--- src/design/apd_pkg.sv ---
// Package: shared constants and types for the audio packet deframer.
`timescale 1ns / 1ps

package apd_pkg;

    // Header layout, little-endian fields
    localparam int HDR_BYTES = 12;
    localparam int FILL_W    = 4;

    localparam logic [31:0] RST_SYNC_WORD   = 32'h314B_5053;
    localparam logic [15:0] RST_RATE        = 16'd16000;
    localparam logic [15:0] RST_MAX_SAMPLES = 16'd1024;

    localparam int CFG_IDX_W  = 2;
    localparam int CFG_DATA_W = 32;

    typedef enum logic [CFG_IDX_W-1:0] {
        CFG_SYNC_WORD   = 2'd0,
        CFG_RATE        = 2'd1,
        CFG_MAX_SAMPLES = 2'd2
    } cfg_idx_t;

    typedef logic [7:0] byte_t;

endpackage

--- src/design/audio_packet_deframer.sv ---
// Top level: byte-serial sync-word packet deframer producing 16-bit samples.
`timescale 1ns / 1ps

// Takes one stream byte per word on the input channel and hunts for a
// 12-byte header: 32-bit sync word, 16-bit rate, 16-bit sample count
// (nonzero, even, at most max_samples) and a 32-bit sequence number, all
// little-endian. While hunting, the oldest byte slides out of the window on
// every new byte. Once a header matches, the following bytes are paired low
// byte first into signed samples; each sample leaves as one output word
// tagged with the frame's sequence number, and the last one of the frame
// sets last_in_frame, after which the hunt restarts with an empty window.
// Rate: one byte per clock cycle while the output register is not full and
// stalled. A byte passes an input register, then the window compare and
// payload logic, then the output register, which takes the sample of a high byte.
// The input register holds a byte only while the output register is full
// and stalled. Configuration is written through cfg_we / cfg_index /
// cfg_data and must only change while no words are in flight; indexes
// beyond the register list are ignored.
module audio_packet_deframer
(
    input  logic                               clk,
    input  logic                               rst_n,

    input  logic                               cfg_we,
    input  logic [apd_pkg::CFG_IDX_W-1:0]      cfg_index,
    input  logic [apd_pkg::CFG_DATA_W-1:0]     cfg_data,

    input  logic                               in_valid,
    output logic                               in_stall,
    input  logic [7:0]                         data_byte,

    output logic                               out_valid,
    input  logic                               out_stall,
    output logic signed [15:0]                 sample,
    output logic [31:0]                        frame_sequence,
    output logic                               last_in_frame
);

    // ---------------------------------------------------------------
    // Configuration registers
    // ---------------------------------------------------------------
    logic [31:0] sync_word_reg;
    logic [15:0] rate_reg;
    logic [15:0] max_samples_reg;

    always_ff @(posedge clk or negedge rst_n)
    begin
        if (!rst_n)
        begin
            sync_word_reg   <= apd_pkg::RST_SYNC_WORD;
            rate_reg        <= apd_pkg::RST_RATE;
            max_samples_reg <= apd_pkg::RST_MAX_SAMPLES;
        end
        else if (cfg_we)
        begin
            case (cfg_index)
                apd_pkg::CFG_SYNC_WORD:   sync_word_reg   <= cfg_data[31:0];
                apd_pkg::CFG_RATE:        rate_reg        <= cfg_data[15:0];
                apd_pkg::CFG_MAX_SAMPLES: max_samples_reg <= cfg_data[15:0];
                default:                  ;
            endcase
        end
    end

    // ---------------------------------------------------------------
    // Input register
    // ---------------------------------------------------------------
    logic          in_valid_reg;
    logic          in_valid_next;
    apd_pkg::byte_t in_byte_reg;
    logic          in_take;
    logic          fire;
    logic          out_valid_reg;

    // Process the held byte unless the output register is full and stalled.
    assign fire     = in_valid_reg && (!out_valid_reg || !out_stall);
    assign in_stall = in_valid_reg && !fire;
    assign in_take  = in_valid && !in_stall;

    always_comb
    begin
        if (in_take)
            in_valid_next = 1'b1;
        else if (fire)
            in_valid_next = 1'b0;
        else
            in_valid_next = in_valid_reg;
    end

    always_ff @(posedge clk or negedge rst_n)
    begin
        if (!rst_n)
            in_valid_reg <= 1'b0;
        else
            in_valid_reg <= in_valid_next;
    end

    always_ff @(posedge clk)
    begin
        if (in_take)
            in_byte_reg <= data_byte;
    end

    // ---------------------------------------------------------------
    // Deframer state
    // ---------------------------------------------------------------
    apd_pkg::byte_t            win_reg [apd_pkg::HDR_BYTES];
    apd_pkg::byte_t            win_next [apd_pkg::HDR_BYTES];
    logic [apd_pkg::FILL_W-1:0] fill_reg;
    logic [apd_pkg::FILL_W-1:0] fill_next;
    logic                      in_payload_reg;
    logic                      in_payload_next;
    logic [15:0]               left_reg;
    logic [15:0]               left_next;
    apd_pkg::byte_t            low_hold_reg;
    apd_pkg::byte_t            low_hold_next;
    logic                      phase_reg;
    logic                      phase_next;
    logic [31:0]               seq_reg;
    logic [31:0]               seq_next;

    // Header fields of the window after the new byte slides in
    logic [31:0] hdr_sync;
    logic [15:0] hdr_rate;
    logic [15:0] hdr_count;
    logic [31:0] hdr_seq;
    logic        hdr_hit;
    logic        full_next;

    // Result of this byte
    logic        res_valid;
    logic [15:0] res_sample;
    logic        res_last;

    always_comb
    begin
        for (int i = 0; i < apd_pkg::HDR_BYTES - 1; i++)
            win_next[i] = win_reg[i + 1];
        win_next[apd_pkg::HDR_BYTES - 1] = in_byte_reg;
    end

    assign hdr_sync  = {win_next[3], win_next[2], win_next[1], win_next[0]};
    assign hdr_rate  = {win_next[5], win_next[4]};
    assign hdr_count = {win_next[7], win_next[6]};
    assign hdr_seq   = {win_next[11], win_next[10], win_next[9], win_next[8]};

    // Window is full once the incoming byte is counted
    assign full_next = (fill_reg >= apd_pkg::FILL_W'(apd_pkg::HDR_BYTES - 1));

    assign hdr_hit = full_next
                  && (hdr_sync == sync_word_reg)
                  && (hdr_rate == rate_reg)
                  && (hdr_count != 16'd0)
                  && !hdr_count[0]
                  && (hdr_count <= max_samples_reg);

    always_comb
    begin
        fill_next       = fill_reg;
        in_payload_next = in_payload_reg;
        left_next       = left_reg;
        low_hold_next   = low_hold_reg;
        phase_next      = phase_reg;
        seq_next        = seq_reg;
        res_valid       = 1'b0;
        res_sample      = {in_byte_reg, low_hold_reg};
        res_last        = 1'b0;

        if (!in_payload_reg)
        begin
            if (full_next)
                fill_next = apd_pkg::FILL_W'(apd_pkg::HDR_BYTES);
            else
                fill_next = fill_reg + apd_pkg::FILL_W'(1);
            if (hdr_hit)
            begin
                left_next       = hdr_count;
                seq_next        = hdr_seq;
                in_payload_next = 1'b1;
                phase_next      = 1'b0;
                low_hold_next   = 8'd0;
                fill_next       = '0;
            end
        end
        else if (!phase_reg)
        begin
            low_hold_next = in_byte_reg;
            phase_next    = 1'b1;
        end
        else
        begin
            phase_next = 1'b0;
            res_valid  = 1'b1;
            // a count of one or zero ends the frame
            if (left_reg <= 16'd1)
            begin
                left_next       = 16'd0;
                res_last        = 1'b1;
                in_payload_next = 1'b0;
                fill_next       = '0;
            end
            else
            begin
                left_next = left_reg - 16'd1;
            end
        end
    end

    always_ff @(posedge clk or negedge rst_n)
    begin
        if (!rst_n)
        begin
            for (int i = 0; i < apd_pkg::HDR_BYTES; i++)
                win_reg[i] <= 8'd0;
            fill_reg       <= '0;
            in_payload_reg <= 1'b0;
            left_reg       <= 16'd0;
            low_hold_reg   <= 8'd0;
            phase_reg      <= 1'b0;
            seq_reg        <= 32'd0;
        end
        else if (fire)
        begin
            // window only shifts while hunting
            if (!in_payload_reg)
            begin
                for (int i = 0; i < apd_pkg::HDR_BYTES; i++)
                    win_reg[i] <= win_next[i];
            end
            fill_reg       <= fill_next;
            in_payload_reg <= in_payload_next;
            left_reg       <= left_next;
            low_hold_reg   <= low_hold_next;
            phase_reg      <= phase_next;
            seq_reg        <= seq_next;
        end
    end

    // ---------------------------------------------------------------
    // Output register
    // ---------------------------------------------------------------
    logic        out_valid_next;
    logic [15:0] sample_reg;
    logic [31:0] out_seq_reg;
    logic        last_reg;
    logic        out_load;

    assign out_load = fire && res_valid;

    always_comb
    begin
        if (out_load)
            out_valid_next = 1'b1;
        else if (!out_stall)
            out_valid_next = 1'b0;
        else
            out_valid_next = out_valid_reg;
    end

    always_ff @(posedge clk or negedge rst_n)
    begin
        if (!rst_n)
            out_valid_reg <= 1'b0;
        else
            out_valid_reg <= out_valid_next;
    end

    always_ff @(posedge clk)
    begin
        if (out_load)
        begin
            sample_reg  <= res_sample;
            out_seq_reg <= seq_reg;
            last_reg    <= res_last;
        end
    end

    assign out_valid      = out_valid_reg;
    assign sample         = signed'(sample_reg);
    assign frame_sequence = out_seq_reg;
    assign last_in_frame  = last_reg;

    // ---------------------------------------------------------------
    // Assertions
    // ---------------------------------------------------------------
    a_fill_range: assert property (@(posedge clk) disable iff (!rst_n)
        fill_reg <= apd_pkg::FILL_W'(apd_pkg::HDR_BYTES))
        else $error("window fill count out of range");

    a_payload_empty_win: assert property (@(posedge clk) disable iff (!rst_n)
        in_payload_reg |-> (fill_reg == '0))
        else $error("window not emptied while taking payload");

    a_hdr_enters_payload: assert property (@(posedge clk) disable iff (!rst_n)
        (fire && !in_payload_reg && hdr_hit) |=>
            (in_payload_reg && !phase_reg && (left_reg != 16'd0)))
        else $error("header match did not start a frame");

    a_last_ends_frame: assert property (@(posedge clk) disable iff (!rst_n)
        (out_load && res_last) |=> (!in_payload_reg && out_valid && last_in_frame))
        else $error("last sample did not end the frame");

    a_no_result_lost: assert property (@(posedge clk) disable iff (!rst_n)
        (out_valid_reg && out_stall) |-> !fire)
        else $error("byte processed while output register blocked");

endmodule
--- config.mk ---
export PLATFORM = sky130hd
export DESIGN_NAME = audio_packet_deframer
export DESIGN_NICKNAME = d
export VERILOG_FILES = /design/src/design/apd_pkg.sv /design/src/design/audio_packet_deframer.sv
export SDC_FILE = /design/constraint.sdc
export NUM_CORES = 1
export LEC_CHECK = 0
export ABC_AREA = 1
export BUFFER_PORTS_ARGS = -buffer_cell sky130_fd_sc_hd__buf_4
export CAP_MARGIN = 40
export CORE_MARGIN = 5
export CORE_UTILIZATION = 55
export DETAILED_ROUTE_END_ITERATION = 12
export PLACE_DENSITY = 0.77
export RECOVER_POWER = 100
export SYNTH_ARGS = -nofsm -noshare
export SYNTH_HDL_FRONTEND = slang
export SYNTH_SLANG_ARGS = --single-unit
export TNS_END_PERCENT = 30
--- constraint.sdc ---
create_clock -name clk -period 4.03 [get_ports clk]
set_clock_uncertainty 0.1 [all_clocks]
set_input_delay 0.403 -clock clk [delete_from_list [all_inputs] [get_ports clk]]
set_output_delay 0.403 -clock clk [all_outputs]
set_load 0.02 [all_outputs]
==> Flow_metrics.wiki, run 1 <==
{| class="wikitable"
! Metric !! Value
|-
| Crit Path Class || reg2reg
|-
| Final antenna-violating net count || 0
|-
| Count of different cell masters after synthesis || 34
|-
| Total clock buffers created by CTS || 28
|-
| Maximum number of pins on one net before global-route repair || between 100 and 150
|-
| Std-Cell Rows || 53
|-
| Post-synth top area share || 0.4148
|-
| Violations in the final reports || max-capacitance violations, max-slew violations
|-
| Register area share after synthesis || 0.6040
|-
| Final TNS setup || 0 ns
|-
| Bufs and invs on worst path || 1
|-
| Count of final setup violators || 0
|-
| Max Cap Violations || 3
|-
| Count of TritonRoute iterations in the first routing pass || 5
|-
| Clock root buffer || sky130_fd_sc_hd__clkbuf_16
|-
| Async set-reset flop share out of synthesis || 0.7912
|-
| Leak pwr || roughly 0.0068 uW
|-
| GR Layer Usage met1 || 0.3505
|-
| Met2 global-route usage || 0.3522
|-
| Slowest stage cell on the critical path || sky130_fd_sc_hd__clkbuf_2
|-
| Clock Latency Late Sink || around 0.54 ns
|-
| Depth of the worst register-to-register path || 6
|-
| Critical hold path startpoint || cfg_data[27]
|-
| Number of synthesis warnings || 0
|-
| Global-route total usage across every layer || 0.2291
|-
| Synth top area cells || sky130_fd_sc_hd__dfrtp_1, sky130_fd_sc_hd__edfxtp_1, sky130_fd_sc_hd__nand2_1
|-
| Most used flip-flop cell after synthesis || sky130_fd_sc_hd__dfrtp_1
|-
| Initial Utilization || 0.5607
|-
| Multi-input logic area || 3785 sq um
|-
| Source of the critical timing path || out_valid
|-
| Critical-path cell list || nand2_1 > nand2_1 > nor2_4 > clkbuf_2 > nand2_1 > o21ai_0
|-
| Setup repair after global routing missed its margin || false
|-
| Worst path arrival time || roughly 3.6 ns
|-
| Mean area per synthesized cell || a little under 9 sq um
|-
| Transition time at the pin with the least slew margin || roughly 2.7 ns
|-
| Number of flops mapped to enable cells by yosys || 57
|-
| Commonest cells in the netlist || sky130_fd_sc_hd__nand2_1, sky130_fd_sc_hd__dfrtp_1, sky130_fd_sc_hd__inv_1
|-
| HPWL after detailed placement || 18670 microns
|-
| Clock input transition at the sequential cells of the worst setup and hold paths || around 0.060 ns
|-
| Period utilization || 0.8067
|-
| Number of instances in the synthesized netlist || 1321
|-
| Cell taking the most area after synthesis || sky130_fd_sc_hd__dfrtp_1
|-
| R2R Path Start || out_valid
|-
| Die Y || about 160 microns
|-
| Sum of overflow across all layers after global routing || 0
|-
| Wire length of the first global-routing pass || around 46000 microns
|-
| Most used cell along the critical path || sky130_fd_sc_hd__nand2_1
|-
| Clock tree from TritonCTS || built
|-
| Number of nets in the synthesized netlist || 1387
|-
| Number of global-route vias before repair || 8859
|-
| IO Pins || between 90 and 100
|-
| Number of flip-flops and latches in the synthesized netlist || 273
|-
| Global-route layer with the greatest usage || met2
|-
| Data required time at the worst endpoint || between 4 and 5 ns
|-
| Buffers from clock root to sink, at most || 3
|-
| Layout net count || 1488
|-
| Count of unresolved DRC violations after routing || 0
|-
| First DRT Iteration DRCs || 959
|-
| Detailed-route via count || between 9000 and 10000
|-
| Share of cells above drive strength 1 || 0.08449
|-
| WL/cell || between 15 and 20 microns
|-
| Max_slew headroom || -0.7815
|-
| Horizontal die dimension || between 150 and 200 microns
|-
| Final-layout fill cell count || around 1700
|-
| Timing-limited maximum frequency || 307.6 MHz
|-
| Routability congestion estimate from global placement || 0.9553
|-
| Vias per std cell || 5.269
|-
| Run status || finished with violations
|-
| Final-report hold violation count || 0
|-
| Crit path depth || 6
|-
| N_diodes || 0
|-
| Critical Path Max Stage Delay || ~1.3 ns
|-
| Number of input and output port buffers inserted || between 90 and 100
|-
| Final WL || about 28000 microns
|-
| Critical path endpoint category || flop
|-
| Power per unit of standard cell area || approximately 500 nW/um^2
|-
| Clock sink count || 273
|-
| Number of H-tree branching levels || 1
|-
| Met3 track demand over resource || 0.03180
|-
| Synthesis-to-layout area growth || 14.34%
|-
| Cell family contributing the most delay on the critical path || buffers and inverters
|-
| Crit path time final || around 3.3 ns
|-
| Core region area || about 21000 sq um
|-
| Post-Syn Area || between 10000 and 15000 sq um
|-
| Worst supply voltage drop on vdd || roughly 0.3 mV
|-
| Area used by sequential logic in the layout || about 7100 sq um
|-
| Post-CTS Setup Inserts || 0
|-
| Final slew viol count || 203
|-
| Hold Crit Depth || 3
|-
| Most common cell in the netlist || sky130_fd_sc_hd__nand2_1
|-
| Total Die Area || approximately 25000 sq um
|-
| Resized Gates After CTS || 0
|-
| Path class of the lowest-slack min-delay path || in2reg
|-
| Number of antenna violations at the first check in global routing || 0
|-
| Peak fanout along the critical path || 101
|-
| Total power after layout || just under 7000 uW
|-
| Nature of the critical path startpoint || flop
|}
## area by class of cell
class,instances,area share
timing repair buffer,117,0.05285
clock inverter,14,0.009348
inverter,162,0.04498
clock buffer,38,0.05914
tap,275,0.02545
multi-input combinational,840,0.2800
sequential,273,0.5283
## cells in the final DEF (no fill, tap or decap), types with 2 or more instances in the layout
master	netlist	final
sky130_fd_sc_hd__inv_2	5	4
sky130_fd_sc_hd__dfstp_2	20	20
sky130_fd_sc_hd__buf_4	4	36
sky130_fd_sc_hd__bufinv_16	0	2
sky130_fd_sc_hd__clkbuf_2	0	3
sky130_fd_sc_hd__clkinv_1	1	5
sky130_fd_sc_hd__a21oi_1	42	42
sky130_fd_sc_hd__clkbuf_4	0	9
sky130_fd_sc_hd__dfrtp_1	196	196
sky130_fd_sc_hd__nand2_1	432	435
sky130_fd_sc_hd__ha_1	19	19
sky130_fd_sc_hd__inv_6	0	2
sky130_fd_sc_hd__nor2_1	113	115
sky130_fd_sc_hd__nor3_1	6	6
sky130_fd_sc_hd__nor3b_1	2	2
sky130_fd_sc_hd__nand3_1	37	36
sky130_fd_sc_hd__dlygate4sd3_1	0	10
sky130_fd_sc_hd__xnor2_1	6	6
sky130_fd_sc_hd__clkbuf_16	0	29
sky130_fd_sc_hd__nand4_1	4	4
sky130_fd_sc_hd__clkbuf_8	0	4
sky130_fd_sc_hd__clkbuf_1	24	62
sky130_fd_sc_hd__a22oi_1	7	7
sky130_fd_sc_hd__xor2_1	9	9
sky130_fd_sc_hd__o21ai_0	130	140
sky130_fd_sc_hd__o22ai_1	7	7
sky130_fd_sc_hd__clkinv_2	0	5
sky130_fd_sc_hd__o21ai_1	3	2
sky130_fd_sc_hd__inv_1	156	157
sky130_fd_sc_hd__edfxtp_1	57	57
## power by group
part | internal [uW] | switching [uW]
clock network | 1520 | 1050
registers | 3100 | 247
logic | 327 | 538
total | 4950 | 1840
## worst paths after layout
check	to	slack, ns
setup / recovery	hdr_sync[12]	0.78
hold / removal	sync_word_reg[27]	0.02
min in group asynchronous	hdr_count[3]	1.02
setup reg to reg	hdr_sync[12]	0.78
max in group asynchronous	rate_reg[14]	1.49
hold reg to reg	frame_sequence[5]	0.35
## worst reg2reg max path, stage by stage (launching register included)
cell and delay (ns):
sky130_fd_sc_hd__dfrtp_1 0.38, sky130_fd_sc_hd__nand2_1 0.16, sky130_fd_sc_hd__nand2_1 0.20, sky130_fd_sc_hd__nor2_4 0.25, sky130_fd_sc_hd__clkbuf_2 1.33, sky130_fd_sc_hd__nand2_1 0.49, sky130_fd_sc_hd__o21ai_0 0.21
## per-layer routing
metal	share of wire	vias up
met2	0.46	324
li1	-	4373
met1	0.45	4322
met4	0.017	0
met3	0.071	39
met5	0	-
## stage by stage
stage	hold slack, ns	area, sq um	std cells	setup slack [ns]	util
floorplan	0.007409	11820	1321	0.6034	-
global placement	0.3307	12750	1654	1.401	0.6046
detailed placement	0.2504	12810	1657	1.310	0.6073
CTS	0.003757	13830	1719	1.288	0.6560
global route	0.02440	13520	1719	0.5027	0.6411
finish	0.02012	13520	1719	0.7790	0.6411
## kinds of logic (layout without fill, tap and decap cells)
group | after synthesis | after routing | synth area share
buffers and inverters | 208 | 331 | 0.07238
flip-flops | 273 | 273 | 0.6040
AO/OA/AOI/OAI | 201 | 201 | 0.09069
XOR/XNOR | 15 | 15 | 0.01111
AND/OR/NAND/NOR | 605 | 605 | 0.2017
adder cells (fa/ha/maj) | 19 | 19 | 0.02011
## timing repair
action                                  in CTS  in global routing
hold endpoints to repair                    43                  0
endpoints found under the setup margin       0                  0
hold buffers                                10                  0
Note: power is estimated with default switching activity, not from simulation.
==> run 2, diff against run 1 <==
Clock period 4.03 ns to 3 ns, I/O delays scaled along.
==> run 2 against run 1 <==
Effect of this change: the run still ends with max-capacitance violations, max-slew violations left; combinational power rose by 35%; worst hold slack got worse by 0.0087 ns; worst setup slack worse by 0.51 ns; critical endpoint is now frame_sequence[7]; non-clock buffer count is 26 higher; die area unchanged; utilization grew 1.2 points; sequential power rose by 34%; critical path depth fell by 3; highest routed layer unchanged; first-iteration DRC count decreased by 24%; maximum frequency up 19%; via count about the same; cell area rose by 1.9%.
==> Flow_metrics.wiki, run 2 (synthesized netlist as in run 1, its figures left out) <==
{| class="wikitable"
! Metric !! Value
|-
| Final TNS setup || 0 ns (unchanged)
|-
| Final WL || 27250 microns (was 27720 microns)
|-
| Multi-input logic area || 3777 sq um (was 3785 sq um)
|-
| Final slew viol count || 86 (was 203)
|-
| Nature of the critical path startpoint || flop (unchanged)
|-
| Met3 Routed Length || 1909 microns (was 1979 microns)
|-
| Total clock buffers created by CTS || 27 (was 28)
|-
| Violations in the final reports || max-capacitance violations, max-slew violations (unchanged)
|-
| WL/cell || 15.64 microns (was 16.12 microns)
|-
| Worst path arrival time || 2.78 ns (was 3.56 ns)
|-
| Highest layer used for signal routing || met4 (unchanged)
|-
| Critical path endpoint category || flop (unchanged)
|-
| Final Non-Filler Cells || 1743 (was 1719)
|-
| Run status || finished with violations (unchanged)
|-
| Horizontal die dimension || 156.6 microns (unchanged)
|-
| Peak fanout along the critical path || 42 (was 101)
|-
| Count of TritonRoute iterations in the first routing pass || 5 (unchanged)
|-
| R2R Path Start || in_payload_reg (was out_valid)
|-
| Setup repair after global routing missed its margin || false (unchanged)
|-
| Path class of the lowest-slack min-delay path || in2reg (unchanged)
|-
| Cell area after placement || 12820 sq um (was 12810 sq um)
|-
| Wire length of the first global-routing pass || 44330 microns (was 45540 microns)
|-
| Number of H-tree branching levels || 1 (unchanged)
|-
| Count of unresolved DRC violations after routing || 0 (unchanged)
|-
| Clock sink count || 273 (unchanged)
|-
| Critical register-to-register path endpoint || frame_sequence[7] (was hdr_sync[12])
|-
| Clock Latency Late Sink || 0.54 ns (about the same)
|-
| Commonest non-fill, non-tap cell in the layout || sky130_fd_sc_hd__nand2_1 (unchanged)
|-
| IO Pins || 98 (unchanged)
|-
| Power per unit of standard cell area || 662.1 nW/um^2 (was 501.9 nW/um^2)
|-
| Depth of the worst register-to-register path || 3 (was 6)
|-
| HPWL after detailed placement || 18330 microns (was 18670 microns)
|-
| Met2 wire length || 12400 microns (was 12780 microns)
|-
| Final-layout fill cell count || 1714 (was 1722)
|-
| Total Die Area || 24530 sq um (unchanged)
|-
| Sum of overflow across all layers after global routing || 0 (unchanged)
|-
| Number of antenna violations at the first check in global routing || 0 (unchanged)
|-
| Timing-limited maximum frequency || 366.4 MHz (was 307.6 MHz)
|-
| Clock input transition at the sequential cells of the worst setup and hold paths || 0.06 ns (about the same)
|-
| Number of global-route vias before repair || 8776 (was 8859)
|-
| Layout net count || 1513 (was 1488)
|-
| Minimum setup slack after placement || 0.3660 ns (was 1.310 ns)
|-
| Max Cap Violations || 2 (was 3)
|-
| Clock root buffer || sky130_fd_sc_hd__clkbuf_16 (unchanged)
|-
| Crit path time final || 2.729 ns (was 3.251 ns)
|-
| Routability congestion estimate from global placement || 0.8895 (was 0.9553)
|-
| Count of final setup violators || 0 (unchanged)
|-
| Number of input and output port buffers inserted || 97 (unchanged)
|-
| Maximum number of pins on one net before global-route repair || 112 (was 102)
|-
| Smallest setup slack after layout || 0.2709 ns (was 0.7790 ns)
|-
| Final antenna-violating net count || 0 (unchanged)
|-
| First DRT Iteration DRCs || 728 (was 959)
|-
| Die Y || 156.6 microns (unchanged)
|-
| Vias per std cell || 5.196 (was 5.269)
|-
| Detailed-route via count || 9057 (was 9058)
|-
| Crit Path Class || reg2reg (unchanged)
|-
| Destination of the critical timing path || frame_sequence[7] (was hdr_sync[12])
|-
| Final-report hold violation count || 0 (unchanged)
|-
| Transition time at the pin with the least slew margin || 2.208 ns (was 2.672 ns)
|-
| Cells after DPL || 1658 (was 1657)
|-
| Clock tree from TritonCTS || built (unchanged)
|-
| Period utilization || 0.9097 (was 0.8067)
|-
| Global-route total usage across every layer || 0.2246 (was 0.2291)
|-
| Synthesis-to-layout area growth || 16.46% (was 14.34%)
|-
| Most frequent cells in the layout || sky130_fd_sc_hd__nand2_1, sky130_fd_sc_hd__dfrtp_1, sky130_fd_sc_hd__inv_1 (unchanged)
|-
| Leak pwr || 0.006901 uW (was 0.006788 uW)
|-
| Buffers from clock root to sink, at most || 3 (unchanged)
|-
| Std-Cell Rows || 53 (unchanged)
|-
| Initial Utilization || 0.5607 (unchanged)
|-
| Max_slew headroom || -0.4721 (was -0.7815)
|-
| Source of the critical timing path || in_payload_reg (was out_valid)
|-
| Data required time at the worst endpoint || 3.05 ns (was 4.34 ns)
|-
| Share of cells above drive strength 1 || 0.08379 (was 0.08449)
|-
| Area used by sequential logic in the layout || 7142 sq um (unchanged)
|-
| Worst supply voltage drop on vdd || 0.4587 mV (was 0.3000 mV)
|-
| Post-CTS Setup Inserts || 0 (unchanged)
|-
| Worst setup slack for register-to-register paths || 0.27 ns (was 0.78 ns)
|-
| N_diodes || 0 (unchanged)
|-
| Cell area after layout || 13770 sq um (was 13520 sq um)
|-
| DRT met1 WL || 12480 microns (was 12490 microns)
|-
| Core region area || 21090 sq um (unchanged)
|}
[run 2: cell count changes in the layout (fill, tap and decap cells not counted), moves of 3 or more]
cell / delta
sky130_fd_sc_hd__dlygate4sd3_1: +25
sky130_fd_sc_hd__clkbuf_4: +6
sky130_fd_sc_hd__dfstp_1: +6
sky130_fd_sc_hd__dfstp_2: -6
sky130_fd_sc_hd__clkinv_1: -4
sky130_fd_sc_hd__buf_4: -3
sky130_fd_sc_hd__clkbuf_1: -3
sky130_fd_sc_hd__clkinv_2: +3
[run 2: where the power goes]
| part | total (uW) | switching, uW | internal (uW) |
|---|---|---|---|
| clock | 3460 | 1390 | 2070 |
| sequential | 4490 | 327 | 4160 |
| combinational | 1170 | 714 | 459 |
[run 2: final cells by class]
class	count	area share
well taps	275	0.02499
multi-input cells	840	0.2743
repair buffers	143	0.07124
clock buffers	38	0.05652
inverters	162	0.04416
flip-flops and latches	273	0.5187
clock inverters	12	0.01009
[run 2: how the worst min path moves through the flow]
stage | end | slack, ns | startpoint | cells after the start
final | sync_word_reg[1] | 0.01 | cfg_data[1] | 3
after global routing | sync_word_reg[1] | 0.02 | cfg_data[1] | 3
after CTS | sync_word_reg[6] | 0.003 | cfg_data[6] | 3
after detailed placement | max_samples_reg[1] | 0.31 | rst_n | 1
after global placement | max_samples_reg[1] | 0.31 | rst_n | 1
after floorplan | fill_reg[0] | -0.1 | rst_n | 0
[run 2: routing by layer]
layer  vias up  track usage
met5         -            0
met4         0      0.05207
met3        47      0.03706
met2       283       0.3475
met1      4319       0.3378
li1       4408            -
[run 2: timing repair]
action,in CTS,in global routing
hold buffers,35,0
gates resized for setup,0,0
endpoints found under the setup margin,0,0
endpoints found under the hold margin,111,0
[run 2: critical path, cell delays in order, from the launching register on]
cell and delay [ns]:
sky130_fd_sc_hd__dfrtp_1 0.57, sky130_fd_sc_hd__nand2_1 0.20, sky130_fd_sc_hd__nor2_1 0.58, sky130_fd_sc_hd__clkbuf_2 0.86
[run 2: metrics by stage]
stage | hold slack [ns] | utilization | power, uW
global route | 0.01652 | 0.6530 | 9582
detailed placement | 0.3088 | 0.6080 | 5682
floorplan | -0.09559 | - | 5228
finish | 0.01138 | 0.6530 | 9116
CTS | 0.002989 | 0.6681 | 9185
global placement | 0.3059 | 0.6075 | 5634
==> run 3, diff against run 2 <==
Settings changed: CORE_UTILIZATION 55 to 54, PLACE_DENSITY 0.77 to 0.79.
Clock period 3 ns to 2.3 ns, I/O delays scaled along.
==> run 3 against run 2 <==
Effect of this change: the run now ends clean; worst setup slack worse by 0.14 ns; via count up 3.1%; die area up 1.7%; wire length up 4.0%; count of clock-buffer cells in the layout unchanged; cell count up 2.2%; flip-flop and latch count unchanged; first-iteration DRC count up 23%; utilization down 0.19 points; register-to-register slack worse by 0.14 ns; clock power up 27%; critical endpoint is now seq_reg[7]; highest routed layer unchanged.
==> Flow_metrics.wiki, run 3 (synthesized netlist as in run 1, its figures left out) <==
{| class="wikitable"
! Metric !! Value
|-
| Run status || complete, no violations (was finished with violations)
|-
| Count of final setup violators || 0 (unchanged)
|-
| WL/cell || 15.91 microns (was 15.64 microns)
|-
| Clock input transition at the sequential cells of the worst setup and hold paths || 0.06 ns (about the same)
|-
| Count of unresolved DRC violations after routing || 0 (unchanged)
|-
| Worst hold margin || 0.05994 ns (was 0.01138 ns)
|-
| HPWL after detailed placement || 19310 microns (was 18330 microns)
|-
| Synthesis-to-layout area growth || 19.42% (was 16.46%)
|-
| Nature of the critical path startpoint || flop (unchanged)
|-
| Max Cap Violations || 0 (was 2)
|-
| Worst path arrival time || 2.48 ns (was 2.78 ns)
|-
| Max_slew headroom || 0.05597 (was -0.4721)
|-
| Horizontal die dimension || 158.0 microns (was 156.6 microns)
|-
| Die Y || 158.0 microns (was 156.6 microns)
|-
| Destination of the critical timing path || seq_reg[7] (was frame_sequence[7])
|-
| Final Non-Filler Cells || 1782 (was 1743)
|-
| R2R Path Start || hdr_count[5] (was in_payload_reg)
|-
| Buffers from clock root to sink, at most || 3 (unchanged)
|-
| Core region area || 21690 sq um (was 21090 sq um)
|-
| Cells after DPL || 1687 (was 1658)
|-
| Total clock buffers created by CTS || 27 (unchanged)
|-
| Leak pwr || 0.007035 uW (was 0.006901 uW)
|-
| Clock root buffer || sky130_fd_sc_hd__clkbuf_16 (unchanged)
|-
| Clock sink count || 273 (unchanged)
|-
| Critical register-to-register path endpoint || seq_reg[7] (was frame_sequence[7])
|-
| Peak fanout along the critical path || 16 (was 42)
|-
| Global-route total usage across every layer || 0.2279 (was 0.2246)
|-
| Std-Cell Rows || 54 (was 53)
|-
| Total power after layout || 11880 uW (was 9116 uW)
|-
| Data required time at the worst endpoint || 2.62 ns (was 3.05 ns)
|-
| Depth of the worst register-to-register path || 13 (was 3)
|-
| Final antenna-violating net count || 0 (unchanged)
|-
| Critical path endpoint category || flop (unchanged)
|-
| Most frequent cells in the layout || sky130_fd_sc_hd__nand2_1, sky130_fd_sc_hd__dfrtp_1, sky130_fd_sc_hd__inv_1 (unchanged)
|-
| IO Pins || 98 (unchanged)
|-
| Count of TritonRoute iterations in the first routing pass || 5 (unchanged)
|-
| Number of global-route vias before repair || 9088 (was 8776)
|-
| Share of cells above drive strength 1 || 0.1025 (was 0.08379)
|-
| First DRT Iteration DRCs || 897 (was 728)
|-
| Total Die Area || 24950 sq um (was 24530 sq um)
|-
| Number of input and output port buffers inserted || 97 (unchanged)
|-
| Initial Utilization || 0.5452 (was 0.5607)
|-
| Crit Path Class || reg2reg (unchanged)
|-
| Clock Latency Late Sink || 0.53 ns (was 0.54 ns)
|-
| Final WL || 28340 microns (was 27250 microns)
|-
| Post-CTS Setup Inserts || 0 (unchanged)
|-
| Transition time at the pin with the least slew margin || 1.416 ns (was 2.208 ns)
|-
| Path class of the lowest-slack min-delay path || in2async (was in2reg)
|-
| Clock tree from TritonCTS || built (unchanged)
|-
| Crit path time final || 2.166 ns (was 2.729 ns)
|-
| Source of the critical timing path || hdr_count[5] (was in_payload_reg)
|-
| Maximum number of pins on one net before global-route repair || 78 (was 112)
|-
| Detailed-route via count || 9340 (was 9057)
|-
| Layout net count || 1547 (was 1513)
|-
| N_diodes || 0 (unchanged)
|-
| Final-layout fill cell count || 1690 (was 1714)
|-
| Sum of overflow across all layers after global routing || 0 (unchanged)
|-
| Power per unit of standard cell area || 841.3 nW/um^2 (was 662.1 nW/um^2)
|-
| Period utilization || 0.9416 (was 0.9097)
|-
| Number of H-tree branching levels || 1 (unchanged)
|-
| Number of antenna violations at the first check in global routing || 0 (unchanged)
|-
| Worst supply voltage drop on vdd || 0.5654 mV (was 0.4587 mV)
|-
| Final-report hold violation count || 0 (unchanged)
|-
| Worst setup slack for register-to-register paths || 0.13 ns (was 0.27 ns)
|-
| Routability congestion estimate from global placement || 0.8794 (was 0.8895)
|-
| Commonest non-fill, non-tap cell in the layout || sky130_fd_sc_hd__nand2_1 (unchanged)
|-
| Final slew viol count || 0 (was 86)
|-
| Wire length of the first global-routing pass || 45820 microns (was 44330 microns)
|-
| Vias per std cell || 5.241 (was 5.196)
|-
| Timing-limited maximum frequency || 461.8 MHz (was 366.4 MHz)
|-
| Setup repair after global routing missed its margin || false (unchanged)
|}
## run 3: changes by cell type in the layout (fill, tap and decap cells not counted), sizes merged
cell	previous run	this run
buf	36	49
clkbuf	110	121
dlygate4sd3	35	44
clkinvlp	0	1
inv	162	161
nand2	436	437
## run 3: how the worst min path moves through the flow
stage,from,end,slack (ns),depth (start not counted)
6_report,rst_n,hdr_sync[4],0.06,2
5_1_grt,rst_n,hdr_sync[4],0.09,2
4_1_cts,rst_n,hdr_rate[14],0.06,2
3_5_place_dp,rst_n,sync_word_reg[8],0.07,1
3_3_place_gp,rst_n,sync_word_reg[8],0.06,1
2_1_floorplan,rst_n,fill_reg[0],-0.17,0
## run 3: repair_timing
action,CTS,global route
cloned,0,1
gates resized for setup,3,14
hold buffers,44,0
endpoints found under the hold margin,276,0
pin swaps,0,1
endpoints found under the setup margin,36,55
## run 3: area by class of cell
| cell class | instances | area (sq um) | share of cell area |
|---|---|---|---|
| Clock buffer | 38 | 737.0 | 0.05219 |
| Clock inverter | 12 | 142.6 | 0.01010 |
| Inverter | 162 | 613.1 | 0.04342 |
| Multi-Input combinational cell | 841 | 3875 | 0.2744 |
| Sequential cell | 273 | 7142 | 0.5058 |
| Tap cell | 280 | 350.3 | 0.02481 |
| Timing Repair Buffer | 176 | 1260 | 0.08923 |
## run 3: power by group
group | total [uW] | switching (uW) | internal (uW)
Sequential | 5820 | 395 | 5430
Clock | 4380 | 1810 | 2570
Combinational | 1670 | 1010 | 663
Total | 11900 | 3210 | 8670
## run 3: stage by stage
step	util	setup slack, ns	setup TNS, ns	instance area (sq um)
after global routing	0.6510	0.005452	0	14120
after global placement	0.6002	0.003110	0	13020
final	0.6510	0.1343	0	14120
after CTS	0.6619	0.05549	0	14360
after floorplan	-	0.2007	0	11830
after detailed placement	0.6002	-0.07535	-0.8040	13020
## run 3: critical path: stages (launching register included)
cell and delay (ns):
sky130_fd_sc_hd__dfrtp_1 0.44, sky130_fd_sc_hd__ha_1 0.33, sky130_fd_sc_hd__a21oi_1 0.16, sky130_fd_sc_hd__nor2_1 0.05, sky130_fd_sc_hd__nor2_1 0.09, sky130_fd_sc_hd__nand2_1 0.07, sky130_fd_sc_hd__nand2_1 0.05, sky130_fd_sc_hd__nand2_1 0.04
sky130_fd_sc_hd__nand2_1 0.10, sky130_fd_sc_hd__nand3_4 0.12, sky130_fd_sc_hd__clkinv_4 0.13, sky130_fd_sc_hd__nand2_4 0.16, sky130_fd_sc_hd__nor2_2 0.15, sky130_fd_sc_hd__nor2_1 0.06
## run 3: per-layer routing
metal	global-route usage	vias up	wire, microns
met5	0	-	0
met4	0.05686	0	503
met3	0.03007	46	1818
met2	0.3602	297	13330
met1	0.3396	4510	12690
li1	-	4487	-
